File: config.mk
export PLATFORM = sky130hd
export DESIGN_NAME = line_wrap_break_finder
export DESIGN_NICKNAME = d
export VERILOG_FILES = /design/src/hdl/lwb_pkg.sv /design/src/hdl/line_wrap_break_finder.sv /design/src/hdl/lwb_core.sv
export SDC_FILE = /design/constraint.sdc
export NUM_CORES = 1
export LEC_CHECK = 0
export BUFFER_PORTS_ARGS = -buffer_cell sky130_fd_sc_hd__buf_2
export CAP_MARGIN = 20
export CELL_PAD_IN_SITES_DETAIL_PLACEMENT = 0
export CELL_PAD_IN_SITES_GLOBAL_PLACEMENT = 1
export CORE_UTILIZATION = 48
export CTS_BUF_LIST = sky130_fd_sc_hd__clkbuf_16
export CTS_CLUSTER_DIAMETER = 80
export CTS_CLUSTER_SIZE = 12
export DETAILED_ROUTE_END_ITERATION = 7
export GPL_TIMING_DRIVEN = 0
export PLACE_DENSITY_LB_ADDON = 0.1
export SETUP_SLACK_MARGIN = 0.15
export SYNTH_ARGS = -nofsm -noshare
export SYNTH_HDL_FRONTEND = slang
export SYNTH_SLANG_ARGS = --single-unit
export TNS_END_PERCENT = 30
File: constraint.sdc
create_clock -name clk -period 10.79 [get_ports clk]
set_input_delay 2.158 -clock clk [delete_from_list [all_inputs] [get_ports clk]]
set_output_delay 2.158 -clock clk [all_outputs]
set_load 0.02 [all_outputs]
File: src/hdl/lwb_pkg.sv
// ----------------------------------------------------------------------------
// lwb_pkg
// Shared types and constants for the line wrap break finder.
// ----------------------------------------------------------------------------
package lwb_pkg;

  localparam int POS_BITS        = 16;   // width of column/offset counters
  localparam int FIELD_BITS      = 16;   // width of offset/column result fields
  localparam int CNT_BITS        = 8;    // break counter width
  localparam int MAX_LINE_BREAKS = 128;
  localparam int CFG_IDX_BITS    = 2;
  localparam int CFG_DATA_BITS   = 12;
  localparam int HEUR_SHIFT      = 3;    // heuristic: remaining gap times 8
  localparam int CMP_BITS        = 32;   // heuristic compare width

  // wrap modes
  localparam logic [1:0] MODE_HARD = 2'd0;
  localparam logic [1:0] MODE_HEUR = 2'd1;
  localparam logic [1:0] MODE_WORD = 2'd2;

  // configuration register indexes
  localparam logic [CFG_IDX_BITS-1:0] REG_BREAK_MODE = 2'd0;
  localparam logic [CFG_IDX_BITS-1:0] REG_MIN_WIDTH  = 2'd1;
  localparam logic [CFG_IDX_BITS-1:0] REG_MAX_WIDTH  = 2'd2;
  localparam logic [CFG_IDX_BITS-1:0] REG_MAX_BREAKS = 2'd3;

  // character class bits
  localparam int CLS_SPACE = 0;
  localparam int CLS_WORD  = 1;

  typedef logic [POS_BITS-1:0] pos_t;

  typedef struct packed {
    pos_t scol;
    pos_t off;
    pos_t col;
  } brk_pos_t;

  typedef struct packed {
    logic [1:0]  break_mode;
    logic [11:0] min_width;
    logic [11:0] max_width;
    logic [7:0]  max_breaks;
  } cfg_t;

  typedef struct packed {
    logic       end_of_line;
    logic       advance_only;
    logic [3:0] char_bytes;
    logic [3:0] glyph_cols;
    logic       is_space_char;
    logic       is_word_char;
  } item_t;

  typedef struct packed {
    logic [FIELD_BITS-1:0] break_offset;
    logic [FIELD_BITS-1:0] break_column;
    logic [CNT_BITS-1:0]   break_index;
    logic                  is_line_end;
  } result_t;

endpackage

File: src/hdl/line_wrap_break_finder.sv
// ----------------------------------------------------------------------------
// line_wrap_break_finder
// Greedy word-wrap break finder: one pre-decoded character per transfer in,
// break records (and an end-of-line record per line unless the break limit silenced it) out.
// ----------------------------------------------------------------------------
//
//  channel   dir  transfer when                  carries
//  --------  ---  -----------------------------  ------------------------------
//  s_axis    in   s_axis_tvalid & s_axis_tready  one character or line end
//  m_axis    out  m_axis_tvalid & m_axis_tready  break record or line-end record
//  cfg       in   cfg_we                         mode / widths / break limit
//
//  Throughput is one character per cycle while the output is not stalled.
//  A transfer lands in the input register; once the result stage can take
//  it, it runs through lwb_core and loads the result register, which offers
//  the record on m_axis.
//  rst is synchronous: clears the line state, both pipeline registers and
//  loads the default configuration (hard cut, min 1, width 80, 128 breaks);
//  s_axis_tready stays low while rst is high.
//  A stalled result holds the input register; characters that give no
//  result still need the result stage free to move on.
//
module line_wrap_break_finder
  import lwb_pkg::*;
(
  input  logic                     clk,
  input  logic                     rst,
  // input characters
  input  logic                     s_axis_tvalid,
  output logic                     s_axis_tready,
  input  logic [7:0]               s_axis_tdata,  // [3:0] char_bytes, [7:4] glyph_cols
  input  logic [2:0]               s_axis_tuser,  // [0] advance_only, [1] is_space_char,
                                                  // [2] is_word_char
  input  logic                     s_axis_tlast,  // end_of_line
  // break records
  output logic                     m_axis_tvalid,
  input  logic                     m_axis_tready,
  output logic [39:0]              m_axis_tdata,  // [15:0] break_offset,
                                                  // [31:16] break_column,
                                                  // [39:32] break_index
  output logic                     m_axis_tlast,  // is_line_end
  // configuration writes
  input  logic                     cfg_we,
  input  logic [CFG_IDX_BITS-1:0]  cfg_index,
  input  logic [CFG_DATA_BITS-1:0] cfg_data
);

  cfg_t    cfg;
  logic    in_valid;
  item_t   in_item;
  logic    out_valid;
  result_t out_res;
  logic    proc;
  logic    core_valid;
  result_t core_res;

  // --- configuration registers ---
  always_ff @(posedge clk) begin
    if (rst) begin
      cfg.break_mode <= MODE_HARD;
      cfg.min_width  <= 12'd1;
      cfg.max_width  <= 12'd80;
      cfg.max_breaks <= 8'd128;
    end else if (cfg_we) begin
      case (cfg_index)
        REG_BREAK_MODE: cfg.break_mode <= cfg_data[1:0];
        REG_MIN_WIDTH:  cfg.min_width  <= cfg_data;
        REG_MAX_WIDTH:  cfg.max_width  <= cfg_data;
        REG_MAX_BREAKS: cfg.max_breaks <= cfg_data[7:0];
        default: ;
      endcase
    end
  end

  // item in the input register is applied when the result stage can take it
  assign proc          = in_valid && (!out_valid || m_axis_tready);
  assign s_axis_tready = !rst && (!in_valid || proc);

  // --- input register ---
  always_ff @(posedge clk) begin
    if (rst) begin
      in_valid <= 1'b0;
    end else if (s_axis_tready) begin
      in_valid <= s_axis_tvalid;
    end
  end

  always_ff @(posedge clk) begin
    if (s_axis_tready && s_axis_tvalid) begin
      in_item.end_of_line   <= s_axis_tlast;
      in_item.advance_only  <= s_axis_tuser[0];
      in_item.char_bytes    <= s_axis_tdata[3:0];
      in_item.glyph_cols    <= s_axis_tdata[7:4];
      in_item.is_space_char <= s_axis_tuser[1];
      in_item.is_word_char  <= s_axis_tuser[2];
    end
  end

  lwb_core u_core (
    .clk       (clk),
    .rst       (rst),
    .cfg       (cfg),
    .step      (proc),
    .item      (in_item),
    .res_valid (core_valid),
    .res       (core_res)
  );

  // --- result register ---
  always_ff @(posedge clk) begin
    if (rst) begin
      out_valid <= 1'b0;
    end else if (proc && core_valid) begin
      out_valid <= 1'b1;
    end else if (m_axis_tready) begin
      out_valid <= 1'b0;
    end
  end

  always_ff @(posedge clk) begin
    if (proc && core_valid) begin
      out_res <= core_res;
    end
  end

  assign m_axis_tvalid = out_valid;
  assign m_axis_tdata  = {out_res.break_index, out_res.break_column, out_res.break_offset};
  assign m_axis_tlast  = out_res.is_line_end;

endmodule

File: src/hdl/lwb_core.sv
// ----------------------------------------------------------------------------
// lwb_core
// Line state registers and the combinational per-character update.
// ----------------------------------------------------------------------------
module lwb_core
  import lwb_pkg::*;
(
  input  logic    clk,
  input  logic    rst,
  input  cfg_t    cfg,
  input  logic    step,       // apply one item this cycle
  input  item_t   item,
  output logic    res_valid,  // item produces a result
  output result_t res
);

  pos_t                cur_sub_col, cur_sub_col_next;
  pos_t                cur_offset, cur_offset_next;
  pos_t                cur_column, cur_column_next;
  logic [1:0]          cur_class, cur_class_next;
  brk_pos_t            prev_pos, prev_pos_next;
  logic [1:0]          prev_class, prev_class_next;
  brk_pos_t            space_pos, space_pos_next;
  brk_pos_t            word_pos, word_pos_next;
  logic [CNT_BITS-1:0] break_count, break_count_next;
  logic                limit_reached, limit_reached_next;

  logic [1:0]          mode;
  logic [CNT_BITS-1:0] lim;
  logic [11:0]         half_width;
  brk_pos_t            cand;
  logic [POS_BITS:0]   ws_x, ss_x, mw_x;
  logic [CMP_BITS-1:0] gap_ws, gap_mw, gap_tail;

  always_comb begin
    mode = (cfg.break_mode inside {MODE_HEUR, MODE_WORD}) ? cfg.break_mode : MODE_HARD;
    lim  = (cfg.max_breaks == '0 || 32'(cfg.max_breaks) > MAX_LINE_BREAKS)
           ? CNT_BITS'(MAX_LINE_BREAKS) : cfg.max_breaks;
    half_width = 12'((13'(cfg.max_width) + 13'd1) >> 1);
  end

  always_comb begin
    cur_sub_col_next   = cur_sub_col;
    cur_offset_next    = cur_offset;
    cur_column_next    = cur_column;
    cur_class_next     = cur_class;
    prev_pos_next      = prev_pos;
    prev_class_next    = prev_class;
    space_pos_next     = space_pos;
    word_pos_next      = word_pos;
    break_count_next   = break_count;
    limit_reached_next = limit_reached;
    cand      = prev_pos;
    ws_x      = '0;
    ss_x      = '0;
    mw_x      = (POS_BITS+1)'(cfg.max_width);
    gap_ws    = '0;
    gap_mw    = '0;
    gap_tail  = '0;
    res_valid = 1'b0;
    res.break_offset = FIELD_BITS'(cur_offset);
    res.break_column = FIELD_BITS'(cur_column);
    res.break_index  = break_count;
    res.is_line_end  = 1'b1;

    if (item.end_of_line) begin
      // terminating record unless the break limit silenced the line
      res_valid          = !limit_reached;
      cur_sub_col_next   = '0;
      cur_offset_next    = '0;
      cur_column_next    = '0;
      cur_class_next     = '0;
      prev_pos_next      = '0;
      prev_class_next    = '0;
      space_pos_next     = '0;
      word_pos_next      = '0;
      break_count_next   = '0;
      limit_reached_next = 1'b0;
    end else if (!limit_reached) begin
      cur_offset_next = cur_offset + POS_BITS'(item.char_bytes);
      if (!item.advance_only) begin
        cur_class_next = {item.is_word_char, item.is_space_char};
        if (item.glyph_cols == '0) begin
          // combining mark: no break check
          prev_pos_next   = '{cur_sub_col, cur_offset_next, cur_column};
          prev_class_next = cur_class_next;
        end else begin
          cur_column_next  = cur_column + POS_BITS'(item.glyph_cols);
          cur_sub_col_next = cur_sub_col + POS_BITS'(item.glyph_cols);
          if (mode != MODE_HARD) begin
            if (prev_class[CLS_SPACE])
              space_pos_next = prev_pos;
            if (!(prev_class[CLS_WORD] && cur_class_next[CLS_WORD]))
              word_pos_next = prev_pos;
          end
          cand = (mode == MODE_WORD) ? word_pos_next : prev_pos;

          if (cand.scol >= POS_BITS'(cfg.min_width) &&
              cur_sub_col_next > POS_BITS'(cfg.max_width) &&
              (mode != MODE_HEUR || !cur_class_next[CLS_SPACE])) begin
            if (mode == MODE_HEUR && word_pos_next.scol >= POS_BITS'(half_width)) begin
              // prefer the space break when it is close to the word break
              // or the subline is nearly full; differences wrap at 32 bits
              ws_x     = {1'b0, word_pos_next.scol};
              ss_x     = {1'b0, space_pos_next.scol};
              gap_ws   = CMP_BITS'(signed'(ws_x - ss_x));
              gap_mw   = CMP_BITS'(signed'(mw_x - ws_x));
              gap_tail = CMP_BITS'(signed'(mw_x - ss_x)) << HEUR_SHIFT;
              cand = word_pos_next;
              if (space_pos_next.scol >= POS_BITS'(half_width) &&
                  (gap_ws < gap_mw || gap_tail < CMP_BITS'(cfg.max_width)))
                cand = space_pos_next;
            end
            res_valid        = 1'b1;
            res.break_offset = FIELD_BITS'(cand.off);
            res.break_column = FIELD_BITS'(cand.col);
            res.is_line_end  = 1'b0;
            break_count_next = break_count + CNT_BITS'(1);
            if (break_count_next == lim) begin
              limit_reached_next = 1'b1;
            end else begin
              cur_sub_col_next    = cur_sub_col_next - cand.scol;
              word_pos_next.scol  = '0;
              space_pos_next.scol = '0;
              prev_pos_next   = '{cur_sub_col_next, cur_offset_next, cur_column_next};
              prev_class_next = cur_class_next;
            end
          end else begin
            prev_pos_next   = '{cur_sub_col_next, cur_offset_next, cur_column_next};
            prev_class_next = cur_class_next;
          end
        end
      end
    end
  end

  always_ff @(posedge clk) begin
    if (rst) begin
      cur_sub_col   <= '0;
      cur_offset    <= '0;
      cur_column    <= '0;
      cur_class     <= '0;
      prev_pos      <= '0;
      prev_class    <= '0;
      space_pos     <= '0;
      word_pos      <= '0;
      break_count   <= '0;
      limit_reached <= 1'b0;
    end else if (step) begin
      cur_sub_col   <= cur_sub_col_next;
      cur_offset    <= cur_offset_next;
      cur_column    <= cur_column_next;
      cur_class     <= cur_class_next;
      prev_pos      <= prev_pos_next;
      prev_class    <= prev_class_next;
      space_pos     <= space_pos_next;
      word_pos      <= word_pos_next;
      break_count   <= break_count_next;
      limit_reached <= limit_reached_next;
    end
  end

endmodule

==> results of run 1 <==
==> tightest hold or removal path, stage by stage, from the launching register on <==
cell and delay, ns:
dfxtp_1 0.31, nand2_1 0.05, a21oi_1 0.05
==> final timing paths <==
| kind | startpoint | to | slack [ns] | cells past startpoint |
|---|---|---|---|---|
| worst max-delay path | cfg[32] | u_core.prev_pos[47] | 0.75 | 40 |
| worst min-delay path | cfg[22] | cfg[22] | 0.46 | 2 |
| worst max register to register | cfg[32] | u_core.prev_pos[47] | 0.75 | 40 |
| worst min register to register | cfg[22] | cfg[22] | 0.46 | 2 |
==> layer usage <==
layer  wire length, um  track usage, %  up-vias
met5                41               0        -
met4              1268           6.764        6
met1             29880           46.16     8542
li1                  -               -     8546
met3              5228           5.086       78
met2             26530           45.84      667
==> metrics by stage <==
step / instances / power, mW / setup slack, ns / utilization, %
after floorplan: 2310 / 1.357 / 3.015 / -
after global placement: 2900 / 1.448 / 1.071 / 51.65
after detailed placement: 2903 / 1.453 / 1.080 / 51.75
after CTS: 2952 / 2.370 / 1.006 / 53.84
after global routing: 2952 / 2.448 / 0.2493 / 53.85
final: 2952 / 2.361 / 0.7502 / 53.85
==> where the power goes <==
| part | leakage (nW) | internal, mW | switching, mW | total (mW) |
|---|---|---|---|---|
| sequential | 2.44 | 1.12 | 0.0122 | 1.13 |
| combinational | 5.29 | 0.107 | 0.198 | 0.305 |
| clock | 0.456 | 0.482 | 0.443 | 0.924 |
==> final cells by class <==
type / count / area (um^2)
tap: 518 / 648.1
timing repair buffer: 75 / 394.1
fill: 3740 / 17960
multi-input combinational: 1789 / 11810
buffer: 144 / 591.8
clock buffer: 29 / 725.7
clock inverter: 20 / 87.58
sequential: 292 / 6376
inverter: 85 / 319.1
==> cells by family after synthesis <==
family                     after synthesis  share of synthesized area, %
xor gates and xnor gates               116                         5.400
AOI/OAI and AO/OA                      656                         22.87
DFF                                    292                         33.40
and+or+nand+nor                        768                         18.10
adders and majority gates              148                         9.838
buffers and inverters                  229                         4.771
muxes                                  101                         5.630
==> synth_stat cells (all sizes together) (12+ instances only) <==
library cell | n | area (um^2)
buf | 36 | 186.4
nor3 | 63 | 320.3
o22a | 29 | 254.0
xor2 | 32 | 280.3
a211oi | 26 | 195.2
nand4 | 17 | 106.4
clkbuf | 108 | 405.4
edfxtp | 53 | 1592
dfxtp | 239 | 4785
a22oi | 124 | 930.9
o211ai | 12 | 90.09
ha | 138 | 1727
a2bb2oi | 28 | 245.2
nand2 | 193 | 724.4
a21o | 25 | 187.7
inv | 85 | 319.1
mux2i | 89 | 935.9
or3 | 14 | 87.58
nor2b | 21 | 131.4
nand2b | 30 | 190.2
nor2 | 325 | 1220
nand3 | 40 | 200.2
and2 | 14 | 87.58
a21oi | 178 | 894.6
mux2 | 12 | 138.9
o21ai | 139 | 699.4
xnor2 | 84 | 750.7
==> registers in the layout, summed over array words and instances, names as in the netlist <==
signal	cells
in_valid	1
u_core.word_pos	48
u_core.break_count	8
u_core.cur_sub_col	16
m_axis_tvalid	1
u_core.limit_reached	1
u_core.cur_column	16
m_axis_tdata	40
u_core.cur_offset	16
u_core.space_pos	48
m_axis_tlast	1
u_core.prev_class	2
u_core.prev_pos	48
in_item	12
cfg	34
==> layout by cell type (no fill, tap or decap), types with 25 or more instances in the layout <==
cell type,count
a211oi_1,26
a21o_1,25
a21oi_1,177
a22oi_1,124
a2bb2oi_1,28
buf_2,98
clkbuf_1,108
clkbuf_16,29
dfxtp_1,239
edfxtp_1,53
ha_1,138
inv_1,98
mux2i_1,83
nand2_1,193
nand2b_1,29
nand3_1,40
nor2_1,325
nor3_1,61
o21ai_0,73
o21ai_1,65
o22a_1,29
xnor2_1,82
xor2_1,32
==> what timing repair did <==
item | 4_1_cts | 5_1_grt
setup buffers | 0 | 0
gates resized for setup | 0 | 1
setup endpoints to repair | 0 | 1
==> impl_metrics.ini, run 1 <==
[clocking]
clk_latency_ns = 0.57
cts_made_buffers = 29
cts_root_buf = clkbuf_16
htreeDepth = 1
cts_buffer_depth = 3
cts.sinks = 292
cts_tree = done
postCtsHoldBufs = 0
clk_pin_slew_ns = 0.07

[die]
dieArea_um2 = 40570
chipWidth_um = 201.4
die_h_um = 201.4
row_count = 72
coreArea_um2 = 38920
start_util_pct = 49.05
io_pins = 74

[timing]
slew_headroom_pct = 24.27
setup_viol = 0
hold_viol_final = 0
fin_skew_ns = 0.02642
grt_setup_unrepaired = false
period_minus_slack_ns = 10.04
post-route-period-util_pct = 93.05
drv_slew = 0
worst_pin_slew_ns = 1.128
hold_slack_ns = 0.4597
max_freq_mhz = 99.60
tns_ns = 0

[setup_path]
end_kind = flop
path_max_fanout = 10
worstSetupPathType = flop to flop
cpMaxStageDelayCell = a2111oi_1
cp-start-kind = flop
cpLargestDelayFamily = compound AO/OA/AOI/OAI gates
critPathBufInv = 6
critPathArrivalTime_ns = 10.46
cp_slowest_stage_delay_ns = 0.66
required_ns = 11.21

[global_routing]
grt_overflow = 0
grtUsageTotal_pct = 30.79
antenna_found_initial = 2
first_global_vias = 16787
grt_max_degree = 15
grt_pass1_wl_mm = 98.15

[status]
status = complete, no violations

[drt]
drc = 0
drtIter0Drc = 1956
antenna_left = 0
wl_per_cell_um = 21.32
vias = 17839
viasPerCell = 6.043
drt_wl_total_mm = 62.95
dr.pass1.iters = 6

[synthesis]
synth_nets = 2484
netlist_area_um2 = 19090
ys_seq_elements = 292
ys_seq_area_share_pct = 33.40
synthFlopType = dfxtp_1
ys_warn_count = 0
netlist_instances = 2310
syn_avg_cell_area_um2 = 8.264
synth.distinct_cells = 91
async_flop_share_pct = 0
synth-edff-count = 53

[hold_path]
min_path_type = flop to flop

[flow_run]
cap_violations = 0

[placement]
io_buffers = 72
place_area_um2 = 20140
gp_congestion = 0.9406
hpwl_mm = 48.15

[pwr]
irDropWorstVdd_uv = 129.6
leakagePower_nw = 8.186
p_per_area_nw_per_um2 = 112.7

[final_layout]
nets = 2590
drive_gt1_share_pct = 7.560
fin_area_um2 = 20960
areaGrowthSynthToFinish_pct = 9.765
n_antenna_cell = 0
Power figures use the tool's default switching activity.
==> run 2: changes to the inputs <==
--- a/config.mk
+++ b/config.mk
@@ -15,6 +15,7 @@
 export CTS_CLUSTER_SIZE = 12
 export DETAILED_ROUTE_END_ITERATION = 7
 export GPL_TIMING_DRIVEN = 0
+export MAX_ROUTING_LAYER = met4
 export PLACE_DENSITY_LB_ADDON = 0.1
 export SETUP_SLACK_MARGIN = 0.15
 export SYNTH_ARGS = -nofsm -noshare
==> run 2 against run 1 <==
Maximum frequency is 1.1% higher; die area stayed put; count of clock-buffer cells in the layout is the same; flip-flop and latch count unchanged; sequential share of layout area barely moved; clock power is essentially flat; sequential power hardly changed; routed wire length is 0.16% higher; critical path depth unchanged; via count increased by 0.90%; non-clock buffer count shrank 1; critical endpoint unchanged; largest power group unchanged.
==> impl_metrics.ini, run 2 (synthesis gave the netlist of run 1 again) <==
[status]
status = complete, no violations

[setup_path]
r2r-end = u_core.prev_pos[47]
worstSetupPathType = flop to flop
end_kind = flop
rr_worst_depth = 40
cpMaxStageDelayCell = a2111oi_1
r2r_setup_slack_ns = 0.86
required_ns = 11.30
r2r_start = cfg[32]
critPathArrivalTime_ns = 10.44
cp-start-kind = flop
cp_slowest_stage_delay_ns = 0.59
path_max_fanout = 10

[final_layout]
fin_util_pct = 53.85
fill_cells = 3753
final_cells = 2953
final_cell_mix = nor2_1, dfxtp_1, nand2_1, a21oi_1, ha_1
reg_top3 = u_core.prev_pos x48, u_core.space_pos x48, u_core.word_pos x48
fin_area_um2 = 20960
regArea_um2 = 6376
areaGrowthSynthToFinish_pct = 9.785
multi_input_area_um2 = 11810
nets = 2589
final_common_cell = nor2_1
drive_gt1_share_pct = 7.566

[pwr]
irDropWorstVdd_uv = 154.9
leakagePower_nw = 8.194
p_sw_mw = 0.6544
p_comb_share_pct = 12.9
p_int_mw = 1.710
clkPwrFrac_pct = 39.2
switching_share_pct = 27.67
p_per_area_nw_per_um2 = 112.8
seq_power_share_pct = 47.9

[placement]
io_buffers = 72
post-place-ws_ns = 1.069
gp_congestion = 0.9452
dp.cells = 2903
hpwl_mm = 48.41
place_area_um2 = 20140

[timing]
worst_pin_slew_ns = 1.069
setup_viol = 0
hold_viol_final = 0
slew_headroom_pct = 27.99
post-route-period-util_pct = 92.02
period_minus_slack_ns = 9.929
fin_skew_ns = 0.03499
setup_slack_ns = 0.8609
tns_ns = 0
grt_setup_unrepaired = false
drv_slew = 0
max_freq_mhz = 100.7

[die]
io_pins = 74
dieArea_um2 = 40570
start_util_pct = 49.05
row_count = 72
die_h_um = 201.4
coreArea_um2 = 38920
chipWidth_um = 201.4

[clocking]
cts_root_buf = clkbuf_16
cts_buffer_depth = 3
cts.sinks = 292
cts_tree = done
clk_pin_slew_ns = 0.07
post_cts_buffers = 0
post_cts_resized = 0
cts_made_buffers = 29
htreeDepth = 1
postCtsHoldBufs = 0
clk_latency_ns = 0.59

[drt]
antenna_left = 0
drc = 0
wl_per_cell_um = 21.35
vias = 18000
viasPerCell = 6.095
drt_wl_total_mm = 63.05
dr.pass1.iters = 6
drtIter0Drc = 1852

[hold_path]
hold_path_end = cfg[24]
hold_depth = 2
worstHoldStart = cfg[24]
min_path_type = flop to flop

[global_routing]
antenna_found_initial = 1
grt_overflow = 0
grt_max_degree = 15
grt_pass1_wl_mm = 98.49
first_global_vias = 16808
grtUsageTotal_pct = 31.78

[flow_run]
cap_violations = 0
run 2: area by class of cell:
class	instances	share of cell area, %
multi-input cells	1789	56.34
flip-flops and latches	292	30.42
clock buffers	29	3.462
well taps	518	3.092
plain buffers	143	2.806
repair buffers	75	1.880
inverters	85	1.522
clock inverters	19	0.4358
diodes	3	0.03582
run 2: metrics by stage:
stage	total power, mW	hold slack [ns]
6_report	2.365	0.4634
5_1_grt	2.448	0.4824
4_1_cts	2.371	0.4615
3_5_place_dp	1.454	0.4515
3_3_place_gp	1.448	0.4467
2_1_floorplan	1.357	0.4348
run 2: power groups by stage:
stage	Clock, mW	Sequential (mW)	Combinational, mW
2_1_floorplan	0	1.16	0.202
3_5_place_dp	0	1.16	0.298
4_1_cts	0.939	1.13	0.300
3_3_place_gp	0	1.16	0.292
6_report	0.927	1.13	0.305
5_1_grt	0.983	1.13	0.332
run 2: how the worst max path moves through the flow:
stage / depth (start not counted) / slack [ns] / to / start
after detailed placement: 38 / 1.07 / u_core.prev_pos[47] / cfg[32]
after CTS: 38 / 0.98 / u_core.prev_pos[47] / cfg[32]
after global placement: 40 / 1.12 / u_core.prev_pos[47] / cfg[32]
after global routing: 40 / 0.17 / u_core.prev_pos[47] / cfg[32]
after floorplan: 39 / 3.02 / u_core.prev_pos[47] / cfg[32]
final: 40 / 0.86 / u_core.prev_pos[47] / cfg[32]
run 2: critical path: cells and delay by family, from the launching register on:
family                     cells  cell delay, ns
AOI/OAI and AO/OA             19            4.05
buffers and inverters          6            1.78
and+or+nand+nor                9            1.64
adders and majority gates      4            1.38
muxes                          1            0.47
DFF                            1            0.33
xor gates and xnor gates       1            0.14
run 2: metal layers:
layer / global-route usage, % / vias to the layer above / wire, um
li1: - / 8545 / -
met1: 46.84 / 8709 / 30390
met2: 46.64 / 676 / 26870
met3: 3.563 / 70 / 4677
met4: 6.142 / 0 / 1113
met5: - / - / 0
